`src/rtl/cps_pkg.sv`:
```
// Shared widths, defaults and request/result types for the column projection segmenter.
package cps_pkg;

    localparam int PIXEL_W        = 8;
    localparam int COL_W          = 10;
    localparam int ROW_W          = 8;
    localparam int ORDER_W        = 10;
    localparam int DEF_MAX_WIDTH  = 1024;
    localparam int DEF_MAX_HEIGHT = 256;

    typedef struct packed {
        logic [PIXEL_W-1:0] pixel;
        logic               column_end;
        logic               image_end;
    } t_pix_req;

    typedef struct packed {
        logic [ORDER_W-1:0] order;
        logic [COL_W-1:0]   start_x;
        logic [COL_W-1:0]   end_x;
        logic [ROW_W-1:0]   start_y;
        logic [ROW_W-1:0]   end_y;
    } t_result;

endpackage

```
`src/rtl/cps_in_stage.sv`:
```
// Input register that holds one pixel request until the tracker takes it.
module cps_in_stage (
    input  logic              i_clk,
    input  logic              i_rst_n,
    input  logic              i_valid,
    output logic              o_ready,
    input  cps_pkg::t_pix_req i_req,
    input  logic              i_advance,
    output logic              o_valid,
    output cps_pkg::t_pix_req o_req
);
    import cps_pkg::*;

    logic     r_valid;
    logic     n_valid;
    t_pix_req r_req;
    logic     accept;

    assign o_ready = !r_valid || i_advance;
    assign accept  = i_valid && o_ready;

    always_comb begin
        n_valid = r_valid;
        if (accept) begin
            n_valid = 1'b1;
        end else if (i_advance) begin
            n_valid = 1'b0;
        end
    end

    always_ff @(posedge i_clk) begin
        if (!i_rst_n) begin
            r_valid <= 1'b0;
        end else begin
            r_valid <= n_valid;
        end
    end

    always_ff @(posedge i_clk) begin
        if (accept) begin
            r_req <= i_req;
        end
    end

    assign o_valid = r_valid;
    assign o_req   = r_req;

endmodule

```
`src/rtl/cps_tracker.sv`:
```
// Column/row position tracking and run bounding box, one pixel per cycle unless the output register is held.
module cps_tracker #(
    parameter int MAX_WIDTH  = cps_pkg::DEF_MAX_WIDTH,
    parameter int MAX_HEIGHT = cps_pkg::DEF_MAX_HEIGHT
) (
    input  logic              i_clk,
    input  logic              i_rst_n,
    input  logic              i_valid,
    input  cps_pkg::t_pix_req i_req,
    input  logic              i_out_free,
    output logic              o_advance,
    output logic              o_emit,
    output cps_pkg::t_result  o_result
);
    import cps_pkg::*;

    localparam int COL_LIMIT_I = (MAX_WIDTH - 1 < 1023) ? MAX_WIDTH - 1 : 1023;
    localparam int ROW_LIMIT_I = (MAX_HEIGHT - 1 < 255) ? MAX_HEIGHT - 1 : 255;
    localparam logic [COL_W-1:0] COL_LIMIT = COL_W'(COL_LIMIT_I);
    localparam logic [ROW_W-1:0] ROW_LIMIT = ROW_W'(ROW_LIMIT_I);
    localparam logic [ROW_W-1:0] TOP_RESET = {ROW_W{1'b1}};

    logic [COL_W-1:0]   r_col, n_col;
    logic [ROW_W-1:0]   r_row, n_row;
    logic               r_col_black, n_col_black;
    logic               r_open, n_open;
    logic [COL_W-1:0]   r_first, n_first;
    logic [ROW_W-1:0]   r_top, n_top;
    logic [ROW_W-1:0]   r_bottom, n_bottom;
    logic [ORDER_W-1:0] r_found, n_found;

    logic               black;
    logic               col_end;
    logic               img_end;
    logic               start_run;
    logic               upd_col_black;
    logic               upd_open;
    logic [COL_W-1:0]   upd_first;
    logic [ROW_W-1:0]   top_base;
    logic [ROW_W-1:0]   bottom_base;
    logic [ROW_W-1:0]   upd_top;
    logic [ROW_W-1:0]   upd_bottom;
    logic               emit;
    logic [COL_W-1:0]   last_col;
    logic [ORDER_W-1:0] order_inc;

    always_comb begin
        black         = (i_req.pixel == '0);
        img_end       = i_req.image_end;
        col_end       = i_req.column_end || img_end;
        start_run     = black && !r_open;
        upd_col_black = r_col_black || black;
        upd_open      = r_open || black;
        upd_first     = start_run ? r_col : r_first;
        top_base      = start_run ? TOP_RESET : r_top;
        bottom_base   = start_run ? '0 : r_bottom;
        upd_top       = (black && (r_row < top_base)) ? r_row : top_base;
        upd_bottom    = (black && (r_row > bottom_base)) ? r_row : bottom_base;

        // a black-free column closes the run, and so does the image end
        emit = col_end && upd_open && (!upd_col_black || img_end);
        if (!upd_col_black) begin
            last_col = (r_col > upd_first) ? r_col - 1'b1 : upd_first;
        end else begin
            last_col = r_col;
        end
        order_inc = r_found + 1'b1;
    end

    assign o_advance = i_valid && (!emit || i_out_free);
    assign o_emit    = o_advance && emit;

    assign o_result.order   = order_inc;
    assign o_result.start_x = upd_first;
    assign o_result.end_x   = last_col;
    assign o_result.start_y = upd_top;
    assign o_result.end_y   = upd_bottom;

    always_comb begin
        n_col       = r_col;
        n_row       = r_row;
        n_col_black = upd_col_black;
        n_open      = upd_open;
        n_first     = upd_first;
        n_top       = upd_top;
        n_bottom    = upd_bottom;
        n_found     = r_found;
        if (col_end) begin
            n_col_black = 1'b0;
            n_row       = '0;
            if (emit) begin
                n_found  = order_inc;
                n_open   = 1'b0;
                n_first  = '0;
                n_top    = TOP_RESET;
                n_bottom = '0;
            end
            if (img_end) begin
                n_col    = '0;
                n_found  = '0;
                n_open   = 1'b0;
                n_first  = '0;
                n_top    = TOP_RESET;
                n_bottom = '0;
            end else if (r_col < COL_LIMIT) begin
                n_col = r_col + 1'b1;
            end
        end else if (r_row < ROW_LIMIT) begin
            n_row = r_row + 1'b1;
        end
    end

    always_ff @(posedge i_clk) begin
        if (!i_rst_n) begin
            r_col       <= '0;
            r_row       <= '0;
            r_col_black <= 1'b0;
            r_open      <= 1'b0;
            r_first     <= '0;
            r_top       <= TOP_RESET;
            r_bottom    <= '0;
            r_found     <= '0;
        end else if (o_advance) begin
            r_col       <= n_col;
            r_row       <= n_row;
            r_col_black <= n_col_black;
            r_open      <= n_open;
            r_first     <= n_first;
            r_top       <= n_top;
            r_bottom    <= n_bottom;
            r_found     <= n_found;
        end
    end

    a_col_in_range: assert property (@(posedge i_clk) disable iff (!i_rst_n)
        r_col <= COL_LIMIT)
        else $error("column index beyond limit");

    a_row_in_range: assert property (@(posedge i_clk) disable iff (!i_rst_n)
        r_row <= ROW_LIMIT)
        else $error("row index beyond limit");

    a_closed_run_clear: assert property (@(posedge i_clk) disable iff (!i_rst_n)
        !r_open |-> (r_top == TOP_RESET && r_bottom == '0 && r_first == '0))
        else $error("closed run holds stale bounds");

    a_image_end_resets: assert property (@(posedge i_clk) disable iff (!i_rst_n)
        (o_advance && i_req.image_end) |=> (r_col == '0 && r_found == '0 && !r_open))
        else $error("image end did not restart tracking");

    a_emit_needs_run: assert property (@(posedge i_clk) disable iff (!i_rst_n)
        o_emit |-> (r_open || black))
        else $error("result without an open run");

endmodule

```
`src/rtl/cps_out_stage.sv`:
```
// Result register toward the output channel.
module cps_out_stage (
    input  logic             i_clk,
    input  logic             i_rst_n,
    input  logic             i_load,
    input  cps_pkg::t_result i_result,
    input  logic             i_ready,
    output logic             o_valid,
    output logic             o_free,
    output cps_pkg::t_result o_result
);
    import cps_pkg::*;

    logic    r_valid;
    logic    n_valid;
    t_result r_result;

    assign o_free = !r_valid || i_ready;

    always_comb begin
        n_valid = r_valid;
        if (i_load) begin
            n_valid = 1'b1;
        end else if (i_ready) begin
            n_valid = 1'b0;
        end
    end

    always_ff @(posedge i_clk) begin
        if (!i_rst_n) begin
            r_valid <= 1'b0;
        end else begin
            r_valid <= n_valid;
        end
    end

    always_ff @(posedge i_clk) begin
        if (i_load) begin
            r_result <= i_result;
        end
    end

    assign o_valid  = r_valid;
    assign o_result = r_result;

    a_no_overwrite: assert property (@(posedge i_clk) disable iff (!i_rst_n)
        !(i_load && r_valid && !i_ready))
        else $error("result register overwritten while held");

endmodule

```
`src/rtl/column_projection_segmenter.sv`:
```
// Column projection segmenter: top level joining input, tracker and result stages.
// Pixels arrive in column-major order, one request per cycle; a pixel of value 0 is
// black. Each run of adjacent columns holding black is reported once, when a black-free
// column or the image end closes it, with its number from 1, first and last column and
// topmost and bottommost black rows. The block takes one pixel every cycle; the closing
// pixel is held in the input register and its result is then loaded into the output
// register. Intake pauses only when a closing pixel meets a result still held in the
// output register, since that register is the single slot for results. MAX_WIDTH and
// MAX_HEIGHT set where the column and row counters saturate.
module column_projection_segmenter #(
    parameter int MAX_WIDTH  = cps_pkg::DEF_MAX_WIDTH,
    parameter int MAX_HEIGHT = cps_pkg::DEF_MAX_HEIGHT
) (
    input  logic                        i_clk,
    input  logic                        i_rst_n,
    input  logic                        i_valid,
    output logic                        o_ready,
    input  logic [cps_pkg::PIXEL_W-1:0] i_pixel,
    input  logic                        i_column_end,
    input  logic                        i_image_end,
    output logic                        o_valid,
    input  logic                        i_ready,
    output logic [cps_pkg::ORDER_W-1:0] o_order,
    output logic [cps_pkg::COL_W-1:0]   o_start_x,
    output logic [cps_pkg::COL_W-1:0]   o_end_x,
    output logic [cps_pkg::ROW_W-1:0]   o_start_y,
    output logic [cps_pkg::ROW_W-1:0]   o_end_y
);
    import cps_pkg::*;

    t_pix_req in_req;
    t_pix_req stage_req;
    logic     stage_valid;
    logic     advance;
    logic     emit;
    logic     out_free;
    t_result  trk_result;
    t_result  out_result;

    assign in_req.pixel      = i_pixel;
    assign in_req.column_end = i_column_end;
    assign in_req.image_end  = i_image_end;

    cps_in_stage u_in (
        .i_clk     (i_clk),
        .i_rst_n   (i_rst_n),
        .i_valid   (i_valid),
        .o_ready   (o_ready),
        .i_req     (in_req),
        .i_advance (advance),
        .o_valid   (stage_valid),
        .o_req     (stage_req)
    );

    cps_tracker #(
        .MAX_WIDTH  (MAX_WIDTH),
        .MAX_HEIGHT (MAX_HEIGHT)
    ) u_trk (
        .i_clk      (i_clk),
        .i_rst_n    (i_rst_n),
        .i_valid    (stage_valid),
        .i_req      (stage_req),
        .i_out_free (out_free),
        .o_advance  (advance),
        .o_emit     (emit),
        .o_result   (trk_result)
    );

    cps_out_stage u_out (
        .i_clk    (i_clk),
        .i_rst_n  (i_rst_n),
        .i_load   (emit),
        .i_result (trk_result),
        .i_ready  (i_ready),
        .o_valid  (o_valid),
        .o_free   (out_free),
        .o_result (out_result)
    );

    assign o_order   = out_result.order;
    assign o_start_x = out_result.start_x;
    assign o_end_x   = out_result.end_x;
    assign o_start_y = out_result.start_y;
    assign o_end_y   = out_result.end_y;

endmodule
```
`config.mk`:
```
export PLATFORM = sky130hd
export DESIGN_NAME = column_projection_segmenter
export DESIGN_NICKNAME = d
export VERILOG_FILES = /design/src/rtl/cps_pkg.sv /design/src/rtl/cps_in_stage.sv /design/src/rtl/cps_tracker.sv /design/src/rtl/cps_out_stage.sv /design/src/rtl/column_projection_segmenter.sv
export SDC_FILE = /design/constraint.sdc
export NUM_CORES = 1
export LEC_CHECK = 0
export ABC_AREA = 1
export BUFFER_PORTS_ARGS = -buffer_cell sky130_fd_sc_hd__buf_4
export CORE_MARGIN = 4
export CORE_UTILIZATION = 57
export CTS_BUF_LIST = sky130_fd_sc_hd__clkbuf_8
export CTS_CLUSTER_SIZE = 20
export DETAILED_ROUTE_END_ITERATION = 6
export PLACE_DENSITY = 0.89
export SYNTH_ARGS = -nofsm -noshare
export SYNTH_HDL_FRONTEND = slang
export SYNTH_SLANG_ARGS = --single-unit
```
`constraint.sdc`:
```
create_clock -name i_clk -period 3.5 [get_ports i_clk]
set_input_delay 0.175 -clock i_clk [delete_from_list [all_inputs] [get_ports i_clk]]
set_output_delay 0.175 -clock i_clk [all_outputs]
set_load 0.005 [all_outputs]
```
==> metrics.txt, run 1 <==
CP max stage cell o41ai_1; vias in the first global route a little over 5000; number of diodes 0; row cnt 37; MaxCap Viol Count 0; CP cell instances nor2_1 > nand2_1 > nor2_4 > nand2_2 > inv_1 > buf_4 > nor2_1 > inv_1 > ha_1 > nand2_1 > o41ai_1 > inv_2 > nand2_1 > nand2_1 > nand2_1 > nor2_1 > nor2_1; area leader, netlist edfxtp_1; Clock Path Buffers 2; largest net degree at the start of global routing 48; Max Transition Viols Final 0; die width ~110 microns; Tcrit/Tclk final between 80 and 90%; crit path to u_trk.r_bottom[0]; min Tclk post-route roughly 3.0 ns; Pre-Repair DR Iteration Count 5; CTS tree built; RR Endpoint u_trk.r_bottom[0]; layout cell share with drive strength beyond 1 13.9%; CP dominant cell by count nand2_1; starting DRC count in detailed routing around 320; final setup fails 0; Worst Path Required around 3.9 ns; worst setup path start u_in.o_req[7]; final setup TNS 0 ns; Avg Cell Area, Syn slightly above 8 sq um; critical path's top delay family simple AND/OR/NAND/NOR gates; Post-synth EDFFs 56; Leak roughly 3.2 nW; status completed; Setup crit end kind flop; total core area around 0.01 sq mm; Via Count between 5000 and 6000; routed vias/inst 5.39; die footprint 0.0122 sq mm; crit-path max cell delay around 0.42 ns; CP Data Arrival Time between 3 and 4 ns; Initial Util 58.2%; Total Wirelength about 14000 microns; DIE HEIGHT approximately 110 microns; total CTS buffers 17; synth warn 0; Netlist Area Pre-Place approximately 0.0060 sq mm; Avg WL per Cell around 14 microns; FF-to-FF setup slack 0.46 ns; CP Buf/Inv Count 4; Area growth syn-to-layout 17.9%; worst reg2reg path startpoint u_in.o_req[7]; overflow left after global routing 0; Total GRT Usage 22.8%; Area contributors post-synth edfxtp_1 (28%), dfxtp_1 (19%), nand2_1 (11%); clock sink count roughly 110; Hold Violations, Final 0; Seq/Total Area, Yosys 47.5%; most common flop cell mapped by yosys dfxtp_1; Reg2Reg Depth 17; Synth cell types 38; most common cell in the netlist nand2_1; synth cell count leaders nand2_1 (173), inv_1 (93), nor2_1 (80), nand3_1 (76), dfxtp_1 (58); Worst-Margin Slew 0.991 ns; Worst path depth 17; fillers 790; Clock Skew ~0.012 ns; post-layout util 68.7%; Antenna Nets Post-Route 0; RSZ-0062 raised after global routing no; type of origin of the critical path flop; H-tree levels 4; clk root buf clkbuf_8; async set or reset register ratio after synthesis 0%; Nets around 860; Hold WC Path Type input pin to flop; first-pass GRT wire length around 23000 microns; Port Buf Inserts around 60; dpl cells around 920; Yosys reg bits roughly 110; Worst slew margin 33.9%; DRC 0; Crit Path Class flop to flop; synthesized instance count 744; Pwr Density between 400 and 500 mW/mm^2; non-filler cells in the finished layout roughly 960; Clk pin slew, worst setup/hold paths ~0.07 ns; Fin Hold WS 0.0639 ns; initial antenna violation count 0; DP HPWL 8970 microns; IO Count 62; worst skew pair latency roughly 0.44 ns; Max Clk Rate about 330 MHz; top cell type's share of synthesized area 28.1%; VDD IR max 0.258 mV; syn nets roughly 790; routability cong. ~0.9; crit-path max FO 22
==> sequential cells by signal, summed over array words and instances, names as in the netlist <==
name               cells
u_trk.r_row            8
u_trk.r_found         10
u_trk.r_bottom         8
u_out.o_valid          1
u_trk.r_first         10
u_trk.r_top            8
u_in.o_valid           1
u_in.o_req            10
u_trk.r_col           10
u_trk.r_open           1
u_out.o_result        46
u_trk.r_col_black      1
==> worst reg2reg max path: cells and delay by family, from the launching register on <==
| family | cells | cell delay, ns |
|---|---|---|
| and+or+nand+nor | 11 | 1.49 |
| buffers and inverters | 4 | 0.55 |
| AOI/OAI and AO/OA | 1 | 0.43 |
| DFF | 1 | 0.36 |
| adders and majority gates | 1 | 0.13 |
==> layout make-up <==
class / instances / area (sq um) / share of cell area (%)
repair buffers: 80 / 626 / 8.87
multi-input cells: 505 / 2630 / 37.2
well taps: 136 / 170 / 2.41
clock buffers: 19 / 262 / 3.71
inverters: 96 / 360 / 5.11
flip-flops and latches: 114 / 2840 / 40.3
clock inverters: 13 / 170 / 2.41
==> layout by cell type, fill, tap and decap left out, drive strengths merged, types with 9 or more instances in the layout <==
cell	count
buf	70
nor2	84
edfxtp	56
ha	29
xor2	20
nor3	9
nand3	76
o21ai	34
inv	98
dlygate4sd3	10
and2	9
a21oi	42
clkbuf	19
nand2	178
dfxtp	58
==> report_power, final <==
| group | switching (mW) | leakage (nW) | total [mW] | internal (mW) |
|---|---|---|---|---|
| clock network | 0.525 | 0.225 | 1.33 | 0.802 |
| registers | 0.0158 | 0.987 | 1.45 | 1.44 |
| logic | 0.206 | 2.02 | 0.321 | 0.115 |
==> stage by stage <==
step	area [sq um]	worst slack, ns	power (mW)
5_1_grt	7060	0.130	3.23
3_5_place_dp	6520	0.226	1.78
2_1_floorplan	5990	0.770	1.71
4_1_cts	7050	0.200	3.10
6_report	7060	0.458	3.10
3_3_place_gp	6520	0.351	1.77
==> cell families after synthesis <==
kind of cell	count (synthesis)	synth area share (%)
xor+xnor	26	3.80
compound gates	82	7.40
simple gates	368	26.6
flops	114	47.5
fa+ha+maj	29	6.06
buf+inv	125	8.67
==> worst min-delay path by stage <==
stage                start        endpoint  depth (start not counted)
2_1_floorplan  i_image_end   u_in.o_req[0]                          0
3_3_place_gp    i_pixel[6]   u_in.o_req[8]                          1
3_5_place_dp    i_pixel[2]   u_in.o_req[4]                          1
4_1_cts            i_valid    u_in.o_valid                          3
5_1_grt            i_rst_n  u_trk.r_col[0]                          3
6_report           i_valid    u_in.o_valid                          3
==> routing by layer <==
layer	global-route usage (%)	wire length [microns]	vias to the layer above
met5	0	0	-
met4	10.3	357	0
met3	4.88	940	35
met2	38.1	6570	214
met1	28.1	5700	2376
li1	-	-	2563
==> what timing repair did <==
| item | in CTS | in global routing |
|---|---|---|
| endpoints found under the hold margin | 10 | 0 |
| buffers inserted | 0 | 0 |
| endpoints found under the setup margin | 0 | 14 |
| gates resized for setup | 0 | 5 |
| hold buffers | 10 | 0 |
Note: power is estimated with default switching activity, not from simulation.
==> inputs of run 2 (changes only) <==
Settings changed: RECOVER_POWER set to 25.
==> metrics.txt, run 2 (synthesis results as in run 1) <==
vias in the first global route 5049 (unchanged); overflow left after global routing 0 (unchanged); final setup fails 0 (unchanged); starting DRC count in detailed routing 352 (+11%); total CTS buffers 17 (unchanged); Area growth syn-to-layout 17.7%; Port Buf Inserts 61 (unchanged); Hold WC Path Type input pin to flop; Worst slew margin 33.9% (-0.084 points); max reg flops 46 (unchanged); Clock Skew 0.0126 ns (+0.00100 ns); critical path's top delay family simple AND/OR/NAND/NOR gates; Setup Fix Bufs, Post-CTS 0 (unchanged); row cnt 37 (unchanged); most frequent cells in the layout nand2_1 (172), inv_1 (95), nor2_1 (80), nand3_1 (76), dfxtp_1 (58); overall power 3.10 mW (-0.11%); Pre-Repair DR Iteration Count 6 (+1); Nets 857 (unchanged); crit-path max FO 22 (unchanged); die width 110 microns (unchanged); clk root buf clkbuf_8; largest net degree at the start of global routing 48 (unchanged); routability cong. 0.881 (unchanged); worst reg2reg path startpoint u_in.o_req[7]; IO Count 62 (unchanged); Hold Violations, Final 0 (unchanged); Total GRT Usage 22.8% (unchanged); CTS tree built; type of origin of the critical path flop; MaxCap Viol Count 0 (unchanged); Pwr Density 440 mW/mm^2 (about the same); VDD IR max 0.257 mV (-0.65%); routed vias/inst 5.45 (+1.1%); Avg WL per Cell 14.0 microns (-0.42%); CP Data Arrival Time 3.41 ns (about the same); Via Count 5246 (+1.1%); Worst-Margin Slew 0.992 ns (+0.00127 ns); crit-path max cell delay 0.42 ns (about the same); Reg2Reg Depth 17 (unchanged); Initial Util 58.2% (unchanged); final setup TNS 0 ns (unchanged); Hold Path Sink u_in.o_valid; CP cell instances nor2_1 > nand2_1 > nor2_4 > nand2_2 > inv_1 > buf_4 > nor2_1 > inv_1 > ha_1 > nand2_1 > o41ai_1 > inv_2 > nand2_1 > nand2_1 > nand2_1 > nor2_1 > nor2_1; number of diodes 0 (unchanged); commonest non-fill, non-tap cell in the layout nand2_1; clock sink count 114 (unchanged); Max Transition Viols Final 0 (unchanged); RSZ-0062 raised after global routing no; Worst Path Required 3.86 ns (about the same); H-tree levels 4 (unchanged); Crit Path Class flop to flop; initial antenna violation count 0 (unchanged); status completed; CP dominant cell by count nand2_1; DIE HEIGHT 110 microns (unchanged); Leak 3.21 nW (-0.65%); worst skew pair latency 0.43 ns (about the same); Max Clk Rate 328 MHz (-0.10%); Tcrit/Tclk final 87.0% (+0.090 points); Antenna Nets Post-Route 0 (unchanged); hold wc startpoint i_valid; layout cell share with drive strength beyond 1 13.5% (-0.36 points); Setup crit end kind flop; DP HPWL 8970 microns (unchanged); FF-to-FF setup slack 0.46 ns (about the same); total core area 0.0103 sq mm (unchanged); RR Endpoint u_trk.r_bottom[0]; Total Wirelength 13500 microns (-0.42%); fillers 793 (+0.38%); DRC 0 (unchanged); min Tclk post-route 3.04 ns (+0.00314 ns); CP max stage cell o41ai_1; CP Buf/Inv Count 4 (unchanged); Hold Path Depth 3 (unchanged); Clock Path Buffers 2 (unchanged); first-pass GRT wire length 23000 microns (unchanged); die footprint 0.0122 sq mm (unchanged); Clk pin slew, worst setup/hold paths 0.07 ns (about the same)
run 2: cell count changes in the layout (fill, tap and decap cells not counted), sizes merged:
cell and delta:
buf -51, clkbuf +51
run 2: worst register-to-register path, cell delays in order, from the launching register on:
cell and delay [ns]:
edfxtp_1 0.36, nor2_1 0.11, nand2_1 0.09, nor2_4 0.22, nand2_2 0.27, inv_1 0.11, buf_4 0.22, nor2_1 0.09
inv_1 0.07, ha_1 0.13, nand2_1 0.09, o41ai_1 0.42, inv_2 0.16, nand2_1 0.26, nand2_1 0.08, nand2_1 0.10
nor2_1 0.06, nor2_1 0.13
run 2: layer usage:
layer	GRT usage (%)	up-vias	wire length, microns
met4	10.3	0	353
met3	4.88	38	1010
met1	28.1	2394	5650
met5	0	-	0
li1	-	2567	-
met2	38.1	247	6500
run 2: layout make-up:
class	instances	area, sq um	share of cell area (%)
timing repair buffer	80	614	8.72
inverter	96	360	5.11
tap	136	170	2.42
sequential	114	2840	40.3
clock inverter	13	170	2.42
multi-input combinational	505	2630	37.3
clock buffer	19	262	3.71
run 2: worst max path at each step:
stage	startpoint	to	slack, ns	cells after the start
after CTS	u_in.o_req[7]	u_out.o_result[25]	0.20	17
after detailed placement	u_in.o_req[7]	u_out.o_result[25]	0.23	17
after global routing	u_in.o_req[3]	u_out.o_result[24]	0.13	18
final	u_in.o_req[7]	u_trk.r_bottom[0]	0.46	17
after global placement	u_in.o_req[7]	u_out.o_result[17]	0.35	17
after floorplan	u_in.o_req[9]	u_out.o_result[16]	0.77	20
run 2: repair_timing:
item / CTS / global route
gates resized for setup: 0 / 5
hold buffers: 10 / 0
hold endpoints to repair: 10 / 0
endpoints found under the setup margin: 0 / 14
run 2: power by group:
group          internal, mW  leakage (nW)  switching, mW
clock network         0.803         0.225          0.522
registers              1.44         0.987         0.0157
logic                 0.115          2.00          0.207
run 2: per-stage QoR:
step	utilization [%]	cell area (sq um)	std cells	worst slack, ns	hold WS (ns)
floorplan	-	5990	744	0.770	0.274
global placement	63.5	6520	921	0.351	0.354
detailed placement	63.5	6520	921	0.226	0.354
CTS	68.6	7050	963	0.200	0.0277
global route	68.6	7050	963	0.130	0.0554
finish	68.6	7050	963	0.455	0.0656
==> inputs of run 3 (changes only) <==
Settings changed: CORE_ASPECT_RATIO set to 0.7, REMOVE_ABC_BUFFERS set to 1, TNS_END_PERCENT set to 50.
==> metrics.txt, run 3 (synthesis results as in run 1) <==
status completed; DP HPWL 10300 microns (+15%); post-layout util 70.6% (+2.0 points); CP dominant cell by count nand2_1; Area growth syn-to-layout 17.3%; Initial Util 60.2% (+1.9 points); final setup TNS 0 ns (unchanged); commonest non-fill, non-tap cell in the layout nand2_1; CTS tree built; RSZ-0062 raised after global routing no; max reg flops 46 (unchanged); RR Endpoint u_out.o_result[23]; Clk pin slew, worst setup/hold paths 0.07 ns (about the same); min Tclk post-route 3.16 ns (+0.112 ns); worst setup path start u_in.o_req[6]; overall power 2.99 mW (-3.4%); Via Count 5361 (+2.2%); routed vias/inst 5.60 (+2.7%); Total GRT Usage 25.1% (+2.3 points); Clock Skew 0.00979 ns (-0.00285 ns); crit-path max cell delay 0.38 ns (-0.04 ns); total core area 0.00995 sq mm (-3.2%); Max Transition Viols Final 0 (unchanged); Max Clk Rate 317 MHz (-3.5%); largest net degree at the start of global routing 35 (-27%); final setup fails 0 (unchanged); Final WS setup 0.344 ns (-0.112 ns); Antenna Nets Post-Route 0 (unchanged); dpl ws 0.426 ns (+0.200 ns); Reg2Reg Depth 18 (+1); Setup crit end kind flop; Nets 861 (+0.47%); DIE HEIGHT 93.7 microns (-15%); number of diodes 0 (unchanged); MaxCap Viol Count 0 (unchanged); Area after DPL 0.00656 sq mm (+0.50%); first-pass GRT wire length 24300 microns (+5.3%); clk root buf clkbuf_8; most frequent cells in the layout nand2_1 (173), inv_1 (93), nor2_1 (80), nand3_1 (76), dfxtp_1 (58); type of origin of the critical path flop; FF-to-FF setup slack 0.34 ns (-0.11 ns); starting DRC count in detailed routing 459 (+30%); Hold WC Path Type input pin to flop; Port Buf Inserts 61 (unchanged); final instance area 0.00702 sq mm (-0.36%); routability cong. 0.945 (+7.3%); Clock Path Buffers 2 (unchanged); Worst Path Required 3.69 ns (-0.17 ns); Pre-Repair DR Iteration Count 5 (-1); Pwr Density 426 mW/mm^2 (-3.1%); row cnt 30 (-19%); die footprint 0.0122 sq mm (+0.21%); CP cell instances nor2_1 > nand2_1 > nor2_4 > nand2_1 > buf_4 > o21ai_0 > ha_1 > a21o_1 > a21oi_1 > o21ai_0 > nand2_1 > nand2_1 > nand2_1 > nand2_1 > nand2_1 > nand2_1 > nand3_1 > nand2_1; layout cell share with drive strength beyond 1 13.5% (-0.049 points); clock sink count 114 (unchanged); Leak 3.19 nW (-0.60%); Worst slew margin 58.0% (+24 points); Crit Path Class flop to flop; DRC 0 (unchanged); Total Wirelength 14700 microns (+8.7%); H-tree levels 4 (unchanged); crit path to u_out.o_result[23]; Tcrit/Tclk final 90.2% (+3.2 points); CP max stage cell edfxtp_1; vias in the first global route 5169 (+2.4%); worst skew pair latency 0.44 ns (about the same); Worst-Margin Slew 0.626 ns (-0.367 ns); initial antenna violation count 0 (unchanged); IO Count 62 (unchanged); Avg WL per Cell 15.3 microns (+9.2%); crit-path max FO 22 (unchanged); overflow left after global routing 0 (unchanged); CP Data Arrival Time 3.35 ns (-0.06 ns); total CTS buffers 17 (unchanged); die width 130 microns (+18%); worst reg2reg path startpoint u_in.o_req[6]; VDD IR max 0.305 mV (+19%); Hold Violations, Final 0 (unchanged)
run 3: changes by cell type in the layout (fill, tap and decap cells not counted):
cell,before,now
o21ai_0,17,21
o21ai_1,17,13
buf_4,19,22
clkbuf_1,3,6
clkbuf_4,48,45
bufinv_16,4,2
clkinvlp_4,2,4
inv_1,95,93
buf_12,0,1
clkbuf_8,19,20
clkinv_1,1,2
clkinv_4,1,0
nand2_1,172,173
nand2_2,5,4
run 3: per-layer routing:
metal	up-vias	wire, microns	GRT usage, %
met5	-	0	0
met4	0	289	9.93
li1	2566	-	-
met3	32	1310	6.82
met1	2486	6330	33.4
met2	277	6770	39.0
run 3: cell type report:
cell class                      instances  area [sq um]
Clock buffer                           20           275
Clock inverter                         11           113
Fill cell                             752          2930
Inverter                               96           360
Multi-Input combinational cell        505          2620
Sequential cell                       114          2840
Tap cell                              128           160
Timing Repair Buffer                   84           646
run 3: metrics by stage:
| step | hold WS (ns) | std cells |
|---|---|---|
| floorplan | 0.274 | 715 |
| global placement | 0.353 | 917 |
| detailed placement | 0.355 | 917 |
| CTS | 0.00858 | 958 |
| global route | 0.0326 | 958 |
| finish | 0.0249 | 958 |
run 3: repair_timing:
| item | 4_1_cts | 5_1_grt |
|---|---|---|
| hold buffers | 10 | 0 |
| setup buffers | 0 | 0 |
| gates resized for setup | 0 | 0 |
| hold endpoints to repair | 10 | 0 |
run 3: critical path: cells and delay by family, from the launching register on:
| family | cells | cell delay [ns] |
|---|---|---|
| compound gates | 4 | 0.71 |
| flops | 1 | 0.38 |
| fa+ha+maj | 1 | 0.32 |
| buf+inv | 1 | 0.21 |
| simple gates | 12 | 1.26 |
run 3: how the worst min path moves through the flow:
stage	from	end	depth (start not counted)
2_1_floorplan	i_image_end	u_in.o_req[0]	0
3_3_place_gp	i_column_end	u_in.o_req[1]	1
3_5_place_dp	i_column_end	u_in.o_req[1]	1
4_1_cts	i_valid	u_in.o_valid	3
5_1_grt	i_valid	u_in.o_valid	3
6_report	i_valid	u_in.o_valid	3
run 3: power by group:
part / switching, mW / internal [mW] / leakage, nW
Sequential: 0.0169 / 1.44 / 0.987
Clock: 0.541 / 0.675 / 0.191
Combinational: 0.209 / 0.114 / 2.01
Total: 0.767 / 2.23 / 3.19
